==> config.mk <==
export PLATFORM = sky130hd
export DESIGN_NAME = delimited_frame_receiver_unit
export DESIGN_NICKNAME = d
export VERILOG_FILES = /design/src/dfr_pkg.sv /design/src/delimited_frame_receiver_unit.sv /design/src/dfr_ctrl.sv /design/src/dfr_datapath.sv
export SDC_FILE = /design/constraint.sdc
export NUM_CORES = 1
export LEC_CHECK = 0
export ABC_AREA = 0
export BUFFER_PORTS_ARGS = -buffer_cell sky130_fd_sc_hd__buf_2
export CORE_UTILIZATION = 50
export DETAILED_ROUTE_END_ITERATION = 8
export PLACE_DENSITY = 0.69
export SLEW_MARGIN = 25
export SYNTH_ARGS = -nofsm -noshare
export SYNTH_HDL_FRONTEND = slang
export SYNTH_HIERARCHICAL = 1
export SYNTH_SLANG_ARGS = --single-unit
==> constraint.sdc <==
create_clock -name clk -period 3.5 [get_ports clk]
set_input_delay 0.7 -clock clk [delete_from_list [all_inputs] [get_ports clk]]
set_output_delay 0.7 -clock clk [all_outputs]
set_load 0.01 [all_outputs]
==> src/dfr_pkg.sv <==
// shared types and constants for the delimited frame receiver
// no dependencies; used by every module of the block
`default_nettype none

package dfr_pkg;

	localparam int unsigned BUFFER_DEPTH_DEF = 64;
	localparam int unsigned BYTE_W           = 8;
	localparam int unsigned LEN_W            = 7;
	localparam int unsigned CFG_IDX_W        = 2;

	// input command codes
	localparam logic CMD_BYTE = 1'b0;
	localparam logic CMD_IDLE = 1'b1;

	// configuration register indexes
	typedef enum logic [CFG_IDX_W-1:0] {
		REG_HEAD_ENABLE = 2'd0,
		REG_HEAD_BYTE   = 2'd1,
		REG_END_ENABLE  = 2'd2,
		REG_END_BYTE    = 2'd3
	} cfg_reg_t;

	typedef struct packed {
		logic              command;
		logic [BYTE_W-1:0] rx_byte;
	} rx_item_t;

	typedef struct packed {
		logic [BYTE_W-1:0] frame_byte;
		logic              last_byte;
		logic [LEN_W-1:0]  frame_length;
		logic              truncated;
	} frame_item_t;

	// controller to datapath
	typedef struct packed {
		logic take;
		logic fetch;
		logic advance;
	} dfr_cmd_t;

	// datapath to controller
	typedef struct packed {
		logic emit;
		logic last;
	} dfr_status_t;

endpackage

`default_nettype wire

==> src/delimited_frame_receiver_unit.sv <==
// Delimited frame receiver: assembles UART bytes into frames between optional
// head and end delimiter bytes and reads each completed frame out byte by byte.
// Depends on dfr_pkg, dfr_ctrl and dfr_datapath.
//
// in_valid/in_ready take one beat: a received byte or an idle-timeout event.
// While idle the block takes every input beat. A beat that completes a non-empty
// frame starts a read-out: the first byte is fetched from the frame store, then
// one output beat per cycle while out_ready is high, the last beat flagged by
// last_byte. frame_length and truncated hold on every beat. in_ready is low
// after the completing beat until the last output beat is taken, so no new
// input beat is taken during a read-out.
// A stalled receiver holds the current output beat unchanged.
// The cfg port writes one register per cycle when cfg_write is high; write only
// while the block is idle.
// Reset clears the frame state and configuration registers; no store clearing pass is needed.
`default_nettype none

module delimited_frame_receiver_unit import dfr_pkg::*; #(
	parameter int unsigned BUFFER_DEPTH = BUFFER_DEPTH_DEF
) (
	input  wire logic                 clk,
	input  wire logic                 arst_n,
	input  wire logic                 cfg_write,
	input  wire logic [CFG_IDX_W-1:0] cfg_index,
	input  wire logic [BYTE_W-1:0]    cfg_data,
	input  wire logic                 in_valid,
	output logic                      in_ready,
	input  wire rx_item_t             in_data,
	output logic                      out_valid,
	input  wire logic                 out_ready,
	output frame_item_t               out_data
);

	dfr_cmd_t    cmd;
	dfr_status_t st;

	// controller
	dfr_ctrl u_ctrl (
		.clk       (clk),
		.arst_n    (arst_n),
		.in_valid  (in_valid),
		.in_ready  (in_ready),
		.out_valid (out_valid),
		.out_ready (out_ready),
		.st        (st),
		.cmd       (cmd)
	);

	// datapath
	dfr_datapath #(.DEPTH(BUFFER_DEPTH)) u_dp (
		.clk       (clk),
		.arst_n    (arst_n),
		.cfg_write (cfg_write),
		.cfg_index (cfg_index),
		.cfg_data  (cfg_data),
		.in_data   (in_data),
		.cmd       (cmd),
		.st        (st),
		.out_data  (out_data)
	);

endmodule

`default_nettype wire

==> src/dfr_ctrl.sv <==
// controller state machine for the delimited frame receiver
// depends on dfr_pkg for the command and status structs
`default_nettype none

module dfr_ctrl import dfr_pkg::*; (
	input  wire logic  clk,
	input  wire logic  arst_n,
	input  wire logic  in_valid,
	output logic       in_ready,
	output logic       out_valid,
	input  wire logic  out_ready,
	input  wire dfr_status_t st,
	output dfr_cmd_t    cmd
);

	typedef enum logic [2:0] {
		ST_IDLE  = 3'b001,
		ST_FETCH = 3'b010,
		ST_SHOW  = 3'b100
	} state_t;

	state_t state_q, state_d;

	// next state and commands
	always_comb begin
		state_d     = state_q;
		in_ready    = 1'b0;
		out_valid   = 1'b0;
		cmd.take    = 1'b0;
		cmd.fetch   = 1'b0;
		cmd.advance = 1'b0;
		unique case (state_q)
			ST_IDLE: begin
				in_ready = 1'b1;
				cmd.take = in_valid;
				if (in_valid && st.emit) state_d = ST_FETCH;
			end
			ST_FETCH: begin
				cmd.fetch = 1'b1;
				state_d   = ST_SHOW;
			end
			ST_SHOW: begin
				out_valid = 1'b1;
				if (out_ready) begin
					if (st.last) state_d = ST_IDLE;
					else cmd.advance = 1'b1;
				end
			end
			default: state_d = ST_IDLE;
		endcase
	end

	// state register
	always_ff @(posedge clk or negedge arst_n) begin
		if (!arst_n) state_q <= ST_IDLE;
		else state_q <= state_d;
	end

endmodule

`default_nettype wire

==> src/dfr_datapath.sv <==
// datapath: config registers, frame store, write position and read-out
// depends on dfr_pkg for payload, config and control types
`default_nettype none

module dfr_datapath import dfr_pkg::*; #(
	parameter  int unsigned DEPTH = BUFFER_DEPTH_DEF,
	localparam int unsigned AW    = $clog2(DEPTH),
	localparam int unsigned PW    = $clog2(DEPTH + 1)
) (
	input  wire logic                 clk,
	input  wire logic                 arst_n,
	input  wire logic                 cfg_write,
	input  wire logic [CFG_IDX_W-1:0] cfg_index,
	input  wire logic [BYTE_W-1:0]    cfg_data,
	input  wire rx_item_t             in_data,
	input  wire dfr_cmd_t             cmd,
	output dfr_status_t               st,
	output frame_item_t               out_data
);

	logic              head_en_q, end_en_q;
	logic [BYTE_W-1:0] head_byte_q, end_byte_q;
	logic [PW-1:0]     wp_q;
	logic              in_frame_q, ovf_q;
	logic [PW-1:0]     len_q;
	logic              trunc_q;
	logic [AW-1:0]     rd_idx_q;
	logic [BYTE_W-1:0] rd_data_q;
	logic [BYTE_W-1:0] mem [DEPTH];

	logic          cmd_idle, head_hit, counts, full, store, end_hit, emit;
	logic          mem_we;
	logic [AW-1:0] waddr, raddr;
	logic [PW-1:0] new_len;
	logic          new_ovf;

	// configuration writes
	always_ff @(posedge clk or negedge arst_n) begin
		if (!arst_n) begin
			head_en_q   <= 1'b0;
			head_byte_q <= '0;
			end_en_q    <= 1'b0;
			end_byte_q  <= '0;
		end else if (cfg_write) begin
			unique case (cfg_reg_t'(cfg_index))
				REG_HEAD_ENABLE: head_en_q   <= cfg_data[0];
				REG_HEAD_BYTE:   head_byte_q <= cfg_data;
				REG_END_ENABLE:  end_en_q    <= cfg_data[0];
				REG_END_BYTE:    end_byte_q  <= cfg_data;
				default: ;
			endcase
		end
	end

	// classify the incoming beat
	always_comb begin
		cmd_idle = (in_data.command == CMD_IDLE);
		head_hit = !cmd_idle && head_en_q && (in_data.rx_byte == head_byte_q);
		counts   = !head_en_q || in_frame_q;
		full     = (wp_q == PW'(DEPTH));
		store    = !cmd_idle && !head_hit && counts;
		end_hit  = store && end_en_q && (in_data.rx_byte == end_byte_q);
		emit     = (cmd_idle && !end_en_q && (wp_q != '0)) || end_hit;
		new_len  = (store && !full) ? wp_q + PW'(1) : wp_q;
		new_ovf  = ovf_q || (store && full);
		mem_we   = cmd.take && (head_hit || (store && !full));
		waddr    = head_hit ? '0 : wp_q[AW-1:0];
		raddr    = cmd.fetch ? '0 : rd_idx_q + AW'(1);
	end

	// frame assembly state
	always_ff @(posedge clk or negedge arst_n) begin
		if (!arst_n) begin
			wp_q       <= '0;
			in_frame_q <= 1'b0;
			ovf_q      <= 1'b0;
		end else if (cmd.take) begin
			if (cmd_idle || end_hit) begin
				wp_q       <= '0;
				in_frame_q <= 1'b0;
				ovf_q      <= 1'b0;
			end else if (head_hit) begin
				wp_q       <= PW'(1);
				in_frame_q <= 1'b1;
				ovf_q      <= 1'b0;
			end else if (store) begin
				if (full) ovf_q <= 1'b1;
				else wp_q <= wp_q + PW'(1);
			end
		end
	end

	// snapshot of the completed frame
	always_ff @(posedge clk) begin
		if (cmd.take && emit) begin
			len_q   <= new_len;
			trunc_q <= new_ovf;
		end
	end

	// frame store, write and registered read
	always_ff @(posedge clk) begin
		if (mem_we) mem[waddr] <= in_data.rx_byte;
		if (cmd.fetch || cmd.advance) rd_data_q <= mem[raddr];
	end

	// read index
	always_ff @(posedge clk or negedge arst_n) begin
		if (!arst_n) rd_idx_q <= '0;
		else if (cmd.fetch || cmd.advance) rd_idx_q <= raddr;
	end

	// status and output beat
	always_comb begin
		st.emit               = emit;
		st.last               = (PW'(rd_idx_q) + PW'(1)) == len_q;
		out_data.frame_byte   = rd_data_q;
		out_data.last_byte    = st.last;
		out_data.frame_length = LEN_W'(len_q);
		out_data.truncated    = trunc_q;
	end

endmodule

`default_nettype wire

==> results of run 1 <==
## per-layer routing
layer	vias up	GRT usage
met1	7358	0.368
li1	6241	-
met3	118	0.0589
met2	797	0.417
met4	0	0.0773
met5	-	0
## power by group through the flow
stage                     sequential, W  clock, W  combinational (W)
after floorplan                 0.00774         0            0.00282
after global placement          0.00779         0            0.00416
after detailed placement        0.00780         0            0.00420
after CTS                       0.00766   0.00584            0.00421
after global routing            0.00767   0.00610            0.00452
final                           0.00766   0.00576            0.00429
## how the worst min path moves through the flow
stage,cells after the start,start,slack [ns],endpoint
2_1_floorplan,0,arst_n,0.40,u_ctrl/state_q[1]$_DFFE_PN0P_
3_3_place_gp,1,u_dp/ovf_q$_DFFE_PN0P_,0.51,u_dp/trunc_q$_DFFE_PP_
3_5_place_dp,1,u_dp/ovf_q$_DFFE_PN0P_,0.51,u_dp/trunc_q$_DFFE_PP_
4_1_cts,1,arst_n,0.19,u_dp/rd_idx_q[0]$_DFFE_PN0P_
5_1_grt,1,arst_n,0.22,u_dp/rd_idx_q[0]$_DFFE_PN0P_
6_report,1,arst_n,0.19,u_dp/rd_idx_q[0]$_DFFE_PN0P_
## cells in the mapped netlist, drive strengths merged, types with 15 or more instances
master	instances
a211oi	21
a21oi	37
a31oi	20
and2	16
buf	69
clkbuf	28
dfrtp	35
edfxtp	528
mux2	53
mux2i	44
mux4	41
nand2	126
nand3	42
nor2	100
o211ai	18
o21ai	48
o221ai	15
o22ai	42
xnor2	30
## logic make-up (layout without fill, tap and decap cells)
logic type      Yosys count  count (layout)  synth area share
compound gates          294             294            0.0880
xor+xnor                 39              39            0.0148
fa+ha+maj                 3               3           0.00159
buf+inv                 111             275            0.0247
flops                   564             564             0.711
mux                     138             138            0.0834
other cells               0               1                 0
simple gates            375             375            0.0764
## final cells by class
class,instances,area [um^2],share of cell area
Timing Repair Buffer,159,1200,0.0448
Multi-Input combinational cell,849,6290,0.235
Tap cell,607,759,0.0283
Inverter,14,53.8,0.00201
Clock buffer,69,1480,0.0553
Sequential cell,564,16800,0.625
Clock inverter,33,259,0.00966
Antenna cell,1,2.50,0.0000933
## flip-flops by register name, indices dropped and copies added (netlist names)
signal	flops
u_ctrl/state_q	3
u_dp/end_byte_q	8
u_dp/end_en_q	1
u_dp/head_byte_q	8
u_dp/head_en_q	1
u_dp/in_frame_q	1
u_dp/len_q	7
u_dp/mem	512
u_dp/ovf_q	1
u_dp/rd_data_q	8
u_dp/rd_idx_q	6
u_dp/trunc_q	1
u_dp/wp_q	7
## worst register-to-register path: cells and delay by family (launching register included)
| kind | cells | cell delay [ns] |
|---|---|---|
| fa+ha+maj | 1 | 0.23 |
| simple gates | 6 | 1.76 |
| flops | 1 | 0.49 |
| buf+inv | 2 | 0.46 |
## through the flow
stage          cells  power, W
6_report        2296    0.0177
5_1_grt         2295    0.0183
4_1_cts         2295    0.0177
3_5_place_dp    2192    0.0120
3_3_place_gp    2192    0.0120
2_1_floorplan   1524    0.0106
## timing repair
action	CTS	global route
resized for setup	0	5
setup endpoints to repair	1	18
gates cloned	0	0
buffers inserted	1	0
pin swaps	1	0
==> summary.md, run 1 <==
| Metric | Value |
|---|---|
| Delay-heaviest family, CP | `simple AND/OR/NAND/NOR gates` |
| Final worst path period need | `3.34 ns` |
| Pwr Density | `661 nW/um^2` |
| Num CTS Buffers | `56` |
| Share of cells above drive strength 1 | `0.218` |
| Max-cap violations | `0` |
| Buf/Inv on CP | `1` |
| Drt drc | `2` |
| GRT Resource Usage Total | `0.264` |
| CP Capture Point | `out_data[8]` |
| Leak | `8.82 nW` |
| Starting density of the core | `0.506` |
| Mapped Avg Cell Area | `15.5 um^2` |
| Setup slack, reg-to-reg | `0.19 ns` |
| Worst EP required | `2.80 ns` |
| CP arrival | `2.64 ns` |
| Reg2reg start | `u_dp/wp_q[1]$_DFFE_PN0P_` |
| Crit path capture type | `output port` |
| Met1 Wirelength | `25000 um` |
| Hold WS | `0.190 ns` |
| Reg2Reg Depth | `9` |
| Row cnt | `79` |
| Vias in the first global route | `14018` |
| Worst hold path class | `input pin to async pin` |
| Yosys top cell area share | `0.673` |
| CTS tree | `done` |
| H-tree depth | `2` |
| CTS Buffer Depth | `3` |
| Slowest Stage Delay on Critical Path | `0.54 ns` |
| Initial DRT Pass Iterations | `9` |
| Logic pwr share | `0.242` |
| Int Pwr | `0.0124 W` |
| Commonest non-fill, non-tap cell in the layout | `edfxtp_1` |
| Status | `finished, violations left` |
| Port buffer count | `42` |
| Clock power frac | `0.325` |
| Fill count | `3506` |
| Share of the yosys chip area belonging to registers | `0.711` |
| Die area | `48000 um^2` |
| DIE WIDTH | `219 um` |
| Main synth FF type | `edfxtp_1` |
| Worst r2r dst | `u_dp/mem[18][1]$_DFFE_PP_` |
| VDD IR-drop max | `472 uV` |
| Synth Cell Area | `23600 um^2` |
| Post-Route WL | `62300 um` |
| CP startpoint kind | `flop` |
| Unique cell type count in the Yosys netlist | `81` |
| Area contributors post-synth | `edfxtp_1, mux4_2, dfrtp_1, mux2_2, nand2_1` |
| YS warnings | `6` |
| Largest net degree at the start of global routing | `66` |
| ANT nets after route | `0` |
| Mean number of vias per cell | `6.32` |
| Clock latency on the worst-skew pair | `0.62 ns` |
| Clock Sink Count | `564` |
| Cell Chain, Critical Path | `nand4_1 > or3_1 > and2_1 > xnor2_1 > nor3_2 > buf_2` |
| Starting DRC count in detailed routing | `2038` |
| Syn Nets | `1551` |
| Final setup TNS | `0 ns` |
| RSZ-0062 raised after global routing | `false` |
| Leading cell types in the layout, fill and taps excluded | `edfxtp_1, nand2_1, buf_4` |
| Top layer in use | `met4` |
| DP Worst Slack | `0.0964 ns` |
| Post-Synthesis Cells | `1524` |
| Post-synth top area cell | `edfxtp_1` |
| Maximum clock rate | `0.299 GHz` |
| Actual slew at the worst max-slew pin | `1.03 ns` |
| Initial antenna violation count | `5` |
| CTS clock-pin slew for the worst setup and hold paths | `0.07 ns` |
| Net switching power | `0.00526 W` |
| Die H | `219 um` |
| Synth-to-layout area growth | `13.8%` |
| Hpwl dp | `39800 um` |
| Vias | `14514` |
| Routed length on met2 | `29600 um` |
| Sw frac | `0.297` |
| Design area | `26800 um^2` |
| Final hold vios | `0` |
| Final core utilization | `0.576` |
| Nets@finish | `1671` |
| CTS root buffer | `clkbuf_16` |
| CP Class | `flop to output port` |
| Worst-path maximum fanout | `13` |
| GRT overflow | `0` |
| Final worst slack | `0.157 ns` |
| Cts hold-fix bufs | `0` |
| Ys async rst share | `0.0638` |
| # IOs | `43` |
| Post-route clock period utilization | `0.955` |
| CP Depth | `6` |
| Fin Clk Skew | `0.0337 ns` |
| First-pass GRT wire length | `92100 um` |
| Slew Viols, Final | `0` |
| Gpl congestion | `0.987` |
| Critical path origin | `u_dp/rd_idx_q[0]$_DFFE_PN0P_` |
| Sequential share of power | `0.433` |
| Post-synth EDFFs | `528` |
| Wire length per cell | `27.1 um` |
| Routed wl met3 | `5970 um` |
| Slew headroom | `0.311` |
| Core ar. | `46600 um^2` |
| Dpl cell area | `25000 um^2` |
| Final number of setup-violating endpoints | `0` |
| Synthesis-stage register bit count | `564` |
| Crit path max-delay cell type | `dfrtp_4` |
| Failing checks | `DRC` |
Power figures use the tool's default switching activity.
==> run 2, diff against run 1 <==
BUFFER_PORTS_ARGS = -buffer_cell sky130_fd_sc_hd__buf_4   (was -buffer_cell sky130_fd_sc_hd__buf_2)
==> run 2 against run 1 <==
  * The run still ends with DRC left
  * Critical path depth grew 1
  * Design area increased by 0.90%
  * Global-route usage is essentially flat
  * Largest power group unchanged
  * Highest routed layer unchanged
==> summary.md, run 2 (synthesis results as in run 1) <==
| Metric | Value |
|---|---|
| Starting density of the core | `0.506 (unchanged)` |
| Maximum clock rate | `0.298 GHz (-0.34%)` |
| CP startpoint kind | `flop` |
| # IOs | `43 (unchanged)` |
| Post-route clock period utilization | `0.958 (+0.00328)` |
| Dpl cell area | `25100 um^2 (+0.24%)` |
| Most common cell on crit path | `buf_4` |
| Hold WS | `0.0594 ns (-0.131 ns)` |
| ANT nets after route | `0 (unchanged)` |
| Vias in the first global route | `14250 (+1.7%)` |
| Largest net degree at the start of global routing | `67 (+1.5%)` |
| Slew headroom | `0.421 (+0.110)` |
| Final setup TNS | `0 ns (unchanged)` |
| Nets@finish | `1671 (unchanged)` |
| Slew Viols, Final | `0 (unchanged)` |
| Drt drc | `4 (+2)` |
| Largest register FFs | `512 (unchanged)` |
| Worst-path maximum fanout | `22 (+9)` |
| Final number of setup-violating endpoints | `0 (unchanged)` |
| Leading cell types in the layout, fill and taps excluded | `edfxtp_1, buf_4, nand2_1` |
| Hpwl dp | `38800 um (-2.4%)` |
| Gpl congestion | `0.916 (-7.2%)` |
| Max-cap violations | `0 (unchanged)` |
| Crit path capture type | `output port` |
| GRT overflow | `0 (unchanged)` |
| Core ar. | `46600 um^2 (unchanged)` |
| CTS tree | `done` |
| Design area | `27000 um^2 (+0.90%)` |
| Clock Sink Count | `564 (unchanged)` |
| First-pass GRT wire length | `92500 um (+0.47%)` |
| Worst EP required | `2.80 ns (about the same)` |
| Commonest non-fill, non-tap cell in the layout | `edfxtp_1` |
| CP arrival | `2.65 ns (about the same)` |
| H-tree depth | `2 (unchanged)` |
| Worst hold path class | `input pin to async pin` |
| Pwr Density | `671 nW/um^2 (+1.5%)` |
| Actual slew at the worst max-slew pin | `0.868 ns (-0.159 ns)` |
| Failing checks | `DRC` |
| Final worst path period need | `3.35 ns (+0.0115 ns)` |
| Clock latency on the worst-skew pair | `0.62 ns (about the same)` |
| Fin Clk Skew | `0.0177 ns (-0.0161 ns)` |
| Share of cells above drive strength 1 | `0.223 (+0.00480)` |
| Largest Register | `u_dp/mem` |
| Cell Chain, Critical Path | `buf_4 > and3_4 > xor2_1 > xnor2_1 > nand4_1 > nor3_1 > buf_4` |
| Status | `finished, violations left` |
| Port buffer count | `42 (unchanged)` |
| CTS Buffer Depth | `3 (unchanged)` |
| Vias | `14533 (+0.13%)` |
| Final hold vios | `0 (unchanged)` |
| CP Class | `flop to output port` |
| Starting DRC count in detailed routing | `1708 (-16%)` |
| Num CTS Buffers | `57 (+1.8%)` |
| Power Total | `0.0181 W (+2.5%)` |
| Initial DRT Pass Iterations | `7 (-2)` |
| Post-Route WL | `62300 um (+0.14%)` |
| Die H | `219 um (unchanged)` |
| CTS clock-pin slew for the worst setup and hold paths | `0.06 ns (about the same)` |
| RSZ-0062 raised after global routing | `false` |
| DIE WIDTH | `219 um (unchanged)` |
| Leak | `8.94 nW (+1.4%)` |
| Synth-to-layout area growth | `14.8%` |
| GRT Resource Usage Total | `0.264 (about the same)` |
| Initial antenna violation count | `1 (-4)` |
| Mean number of vias per cell | `6.32 (about the same)` |
| Crit path max-delay cell type | `dfrtp_4` |
| Die area | `48000 um^2 (unchanged)` |
| CTS root buffer | `clkbuf_16` |
| Wire length per cell | `27.1 um (about the same)` |
| VDD IR-drop max | `440 uV (-6.7%)` |
| Slowest Stage Delay on Critical Path | `0.44 ns (-0.10 ns)` |
| Cts hold-fix bufs | `0 (unchanged)` |
| Row cnt | `79 (unchanged)` |
-- run 2: area by class of cell --
class,count,area [um^2]
clock buffers,70,1510
inverters,14,53.8
repair buffers,158,1260
well taps,607,759
flip-flops and latches,564,16800
diodes,1,2.50
fillers,3496,19500
clock inverters,37,435
multi-input cells,849,6270
-- run 2: report_power, final --
group / internal (W) / switching (W) / total, W
registers: 0.00754 / 0.000106 / 0.00764
logic: 0.00161 / 0.00262 / 0.00423
clock network: 0.00373 / 0.00254 / 0.00627
total: 0.0129 / 0.00527 / 0.0181
-- run 2: worst paths after layout --
path | endpoint | start | cells after the start | slack, ns
max in group asynchronous | u_dp/rd_idx_q[0]$_DFFE_PN0P_ | arst_n | 1 | 3.06
hold / removal | u_dp/rd_idx_q[2]$_DFFE_PN0P_ | arst_n | 1 | 0.06
setup reg to reg | u_dp/mem[18][2]$_DFFE_PP_ | u_dp/wp_q[0]$_DFFE_PN0P_ | 10 | 0.18
hold reg to reg | u_dp/trunc_q$_DFFE_PP_ | u_dp/ovf_q$_DFFE_PN0P_ | 1 | 0.52
min in group clk | u_dp/end_byte_q[1]$_DFFE_PN0P_ | cfg_data[1] | 2 | 0.34
setup / recovery | out_data[8] | u_dp/rd_idx_q[0]$_DFFE_PN0P_ | 7 | 0.15
-- run 2: repair_timing --
action,4_1_cts,5_1_grt
buffers inserted,0,0
setup endpoints to repair,0,1
gates resized for setup,0,1
-- run 2: critical path: cells and delay by family (launching register included) --
kind	cells	cell delay [ns]
DFF	1	0.44
and+or+nand+nor	3	0.66
xor gates and xnor gates	2	0.45
buffers and inverters	2	0.50
-- run 2: per-stage QoR --
stage	std cells	setup WS, ns	utilization
finish	2300	0.146	0.581
global route	2299	0.00625	0.581
global placement	2192	0.307	0.539
floorplan	1524	0.325	-
detailed placement	2192	0.256	0.539
CTS	2299	0.0823	0.581
-- run 2: routing by layer --
layer	up-vias	track usage	wire length, um
li1	6250	-	-
met1	7417	0.369	25100
met2	753	0.431	30400
met3	113	0.0331	4950
met4	0	0.0870	1830
met5	-	0	0
==> run 3, diff against run 2 <==
CELL_PAD_IN_SITES_DETAIL_PLACEMENT = 0   (was default)
CELL_PAD_IN_SITES_GLOBAL_PLACEMENT = 1   (was default)
PLACE_DENSITY = 0.78   (was 0.69)
==> run 3 against run 2 <==
  * The run now ends clean
  * Combinational power rose by 1%
  * Non-clock buffer count fell by 8
  * Cell count fell by 0.61%
  * Worst hold slack got worse by 0.010 ns
  * Flip-flop and latch count did not move
  * Clock power rose by 1%
  * Via count fell by 0.56%
  * Critical path depth rose by 2
  * Sequential share of layout area barely moved
  * Power rose by 0.87%
  * Critical endpoint is now u_dp/rd_data_q[5]$_DFFE_PP_
  * Largest cell class unchanged
  * Largest power group unchanged
==> summary.md, run 3 (synthesis results as in run 1) <==
| Metric | Value |
|---|---|
| Status | `complete, no violations` |
| GRT Resource Usage Total | `0.266 (+0.00254)` |
| Max-cap violations | `0 (unchanged)` |
| Worst-path maximum fanout | `15 (-32%)` |
| Clock Sink Count | `564 (unchanged)` |
| Multi-input logic area | `6300 um^2 (+0.44%)` |
| DIE WIDTH | `219 um (unchanged)` |
| Worst hold path class | `input pin to async pin` |
| Drt drc | `0 (-4)` |
| Commonest non-fill, non-tap cell in the layout | `edfxtp_1` |
| ANT nets after route | `0 (unchanged)` |
| Actual slew at the worst max-slew pin | `0.989 ns (+0.121 ns)` |
| Starting density of the core | `0.506 (unchanged)` |
| Largest register FFs | `512 (unchanged)` |
| Post-Route WL | `63100 um (+1.2%)` |
| Placed insts | `2181 (-0.50%)` |
| Leading cell types in the layout, fill and taps excluded | `edfxtp_1, buf_4, nand2_1` |
| H-tree depth | `2 (unchanged)` |
| Vias in the first global route | `14087 (-1.1%)` |
| Fin cells | `2286 (-0.61%)` |
| CTS clock-pin slew for the worst setup and hold paths | `0.06 ns (about the same)` |
| Die H | `219 um (unchanged)` |
| Core ar. | `46600 um^2 (unchanged)` |
| CTS tree | `done` |
| Dpl cell area | `25100 um^2 (-0.15%)` |
| Slew headroom | `0.338 (-0.0833)` |
| CTS root buffer | `clkbuf_16` |
| Design area | `27100 um^2 (about the same)` |
| Fin Clk Skew | `0.0234 ns (+0.00572 ns)` |
| Final worst path period need | `3.43 ns (+0.0794 ns)` |
| Leak | `8.91 nW (-0.37%)` |
| Final number of setup-violating endpoints | `0 (unchanged)` |
| Fill count | `3536 (+1.1%)` |
| Maximum clock rate | `0.291 GHz (-2.3%)` |
| Clock latency on the worst-skew pair | `0.62 ns (about the same)` |
| VDD IR-drop max | `622 uV (+41%)` |
| # IOs | `43 (unchanged)` |
| Initial antenna violation count | `1 (unchanged)` |
| Gpl congestion | `0.847 (-7.5%)` |
| Row cnt | `79 (unchanged)` |
| Slew Viols, Final | `0 (unchanged)` |
| GRT overflow | `0 (unchanged)` |
| Hpwl dp | `40000 um (+3.0%)` |
| Initial DRT Pass Iterations | `5 (-2)` |
| CTS Buffer Depth | `3 (unchanged)` |
| Final hold vios | `0 (unchanged)` |
| Worst EP required | `3.82 ns (+1.02 ns)` |
| Mean number of vias per cell | `6.32 (about the same)` |
| DP Worst Slack | `0.111 ns (-0.145 ns)` |
| Vias | `14451 (-0.56%)` |
| Num CTS Buffers | `55 (-3.5%)` |
| RSZ-0062 raised after global routing | `false` |
| Register Area | `16800 um^2 (about the same)` |
| First-pass GRT wire length | `92300 um (-0.28%)` |
| CP arrival | `3.76 ns (+1.11 ns)` |
| Nets@finish | `1662 (-0.54%)` |
| Final setup TNS | `0 ns (unchanged)` |
| Cts hold-fix bufs | `0 (unchanged)` |
| CP startpoint kind | `flop` |
| Final worst slack | `0.0666 ns (-0.0794 ns)` |
| CP Class | `flop to flop` |
| Largest Register | `u_dp/mem` |
| Post-route clock period utilization | `0.981 (+0.0227)` |
| Power Total | `0.0183 W (+0.87%)` |
| Port buffer count | `42 (unchanged)` |
| Crit path capture type | `flop` |
| Wire length per cell | `27.6 um (+1.9%)` |
| Pwr Density | `677 nW/um^2 (+0.86%)` |
| Share of cells above drive strength 1 | `0.220 (-0.00244)` |
| Synth-to-layout area growth | `14.8% (about the same)` |
| Starting DRC count in detailed routing | `1953 (+14%)` |
| Largest net degree at the start of global routing | `66 (-1.5%)` |
| Die area | `48000 um^2 (unchanged)` |
| ANT cells | `0 (-1)` |
run 3: changes by cell type in the layout (fill, tap and decap cells not counted), moves of 3 or more:
cell / before / now
clkinvlp_4: 6 / 2
clkinv_2: 13 / 9
buf_4: 152 / 140
clkbuf_8: 1 / 4
buf_12: 6 / 9
run 3: final cells by class:
type	instances	area share
inverters	14	0.00199
clock buffers	71	0.0554
well taps	607	0.0281
repair buffers	150	0.0459
flip-flops and latches	564	0.620
multi-input cells	850	0.233
clock inverters	30	0.0161
run 3: layer usage:
metal,part of all wire,wire (um),up-vias,track usage
li1,-,-,6234,-
met1,0.41,25800,7443,0.372
met2,0.48,30500,672,0.428
met3,0.081,5120,102,0.0478
met4,0.027,1700,0,0.0787
met5,0,0,-,0
run 3: what timing repair did:
| action | in CTS | in global routing |
|---|---|---|
| buffers inserted | 1 | 2 |
| resized for setup | 5 | 2 |
| cloned | 0 | 1 |
| endpoints found under the setup margin | 1 | 2 |
| pin swaps | 1 | 1 |
run 3: worst max-delay path, stage by stage (launching register included):
cell	delay, ns
dfrtp_1	0.40
nand2b_1	0.31
nor2_4	0.52
buf_4	0.26
inv_2	0.05
nand2_2	0.29
o221ai_1	0.20
a311o_1	0.39
nand4_1	0.17
nor4b_1	0.53
run 3: worst paths after layout:
check	from	end	slack, ns	depth (start not counted)
hold / removal	arst_n	u_dp/head_en_q$_DFFE_PN0P_	0.05	1
min in group clk	cfg_data[6]	u_dp/head_byte_q[6]$_DFFE_PN0P_	0.34	2
setup / recovery	u_ctrl/state_q[2]$_DFFE_PN0P_	u_dp/rd_data_q[5]$_DFFE_PP_	0.07	9
setup reg to reg	u_ctrl/state_q[2]$_DFFE_PN0P_	u_dp/rd_data_q[5]$_DFFE_PP_	0.07	9
hold reg to reg	u_dp/end_byte_q[1]$_DFFE_PN0P_	u_dp/end_byte_q[1]$_DFFE_PN0P_	0.54	1
max in group asynchronous	arst_n	u_dp/rd_idx_q[0]$_DFFE_PN0P_	3.07	1
run 3: report_power, final:
group | internal [W] | leakage [nW] | switching, W
logic | 0.00168 | 2.77 | 0.00261
clock network | 0.00382 | 0.941 | 0.00251
registers | 0.00754 | 5.20 | 0.000144
total | 0.0130 | 8.91 | 0.00526
run 3: per-stage QoR:
step	hold WS, ns	utilization
floorplan	0.404	-
global placement	0.511	0.538
detailed placement	0.517	0.538
CTS	0.0465	0.580
global route	0.0768	0.581
finish	0.0493	0.581
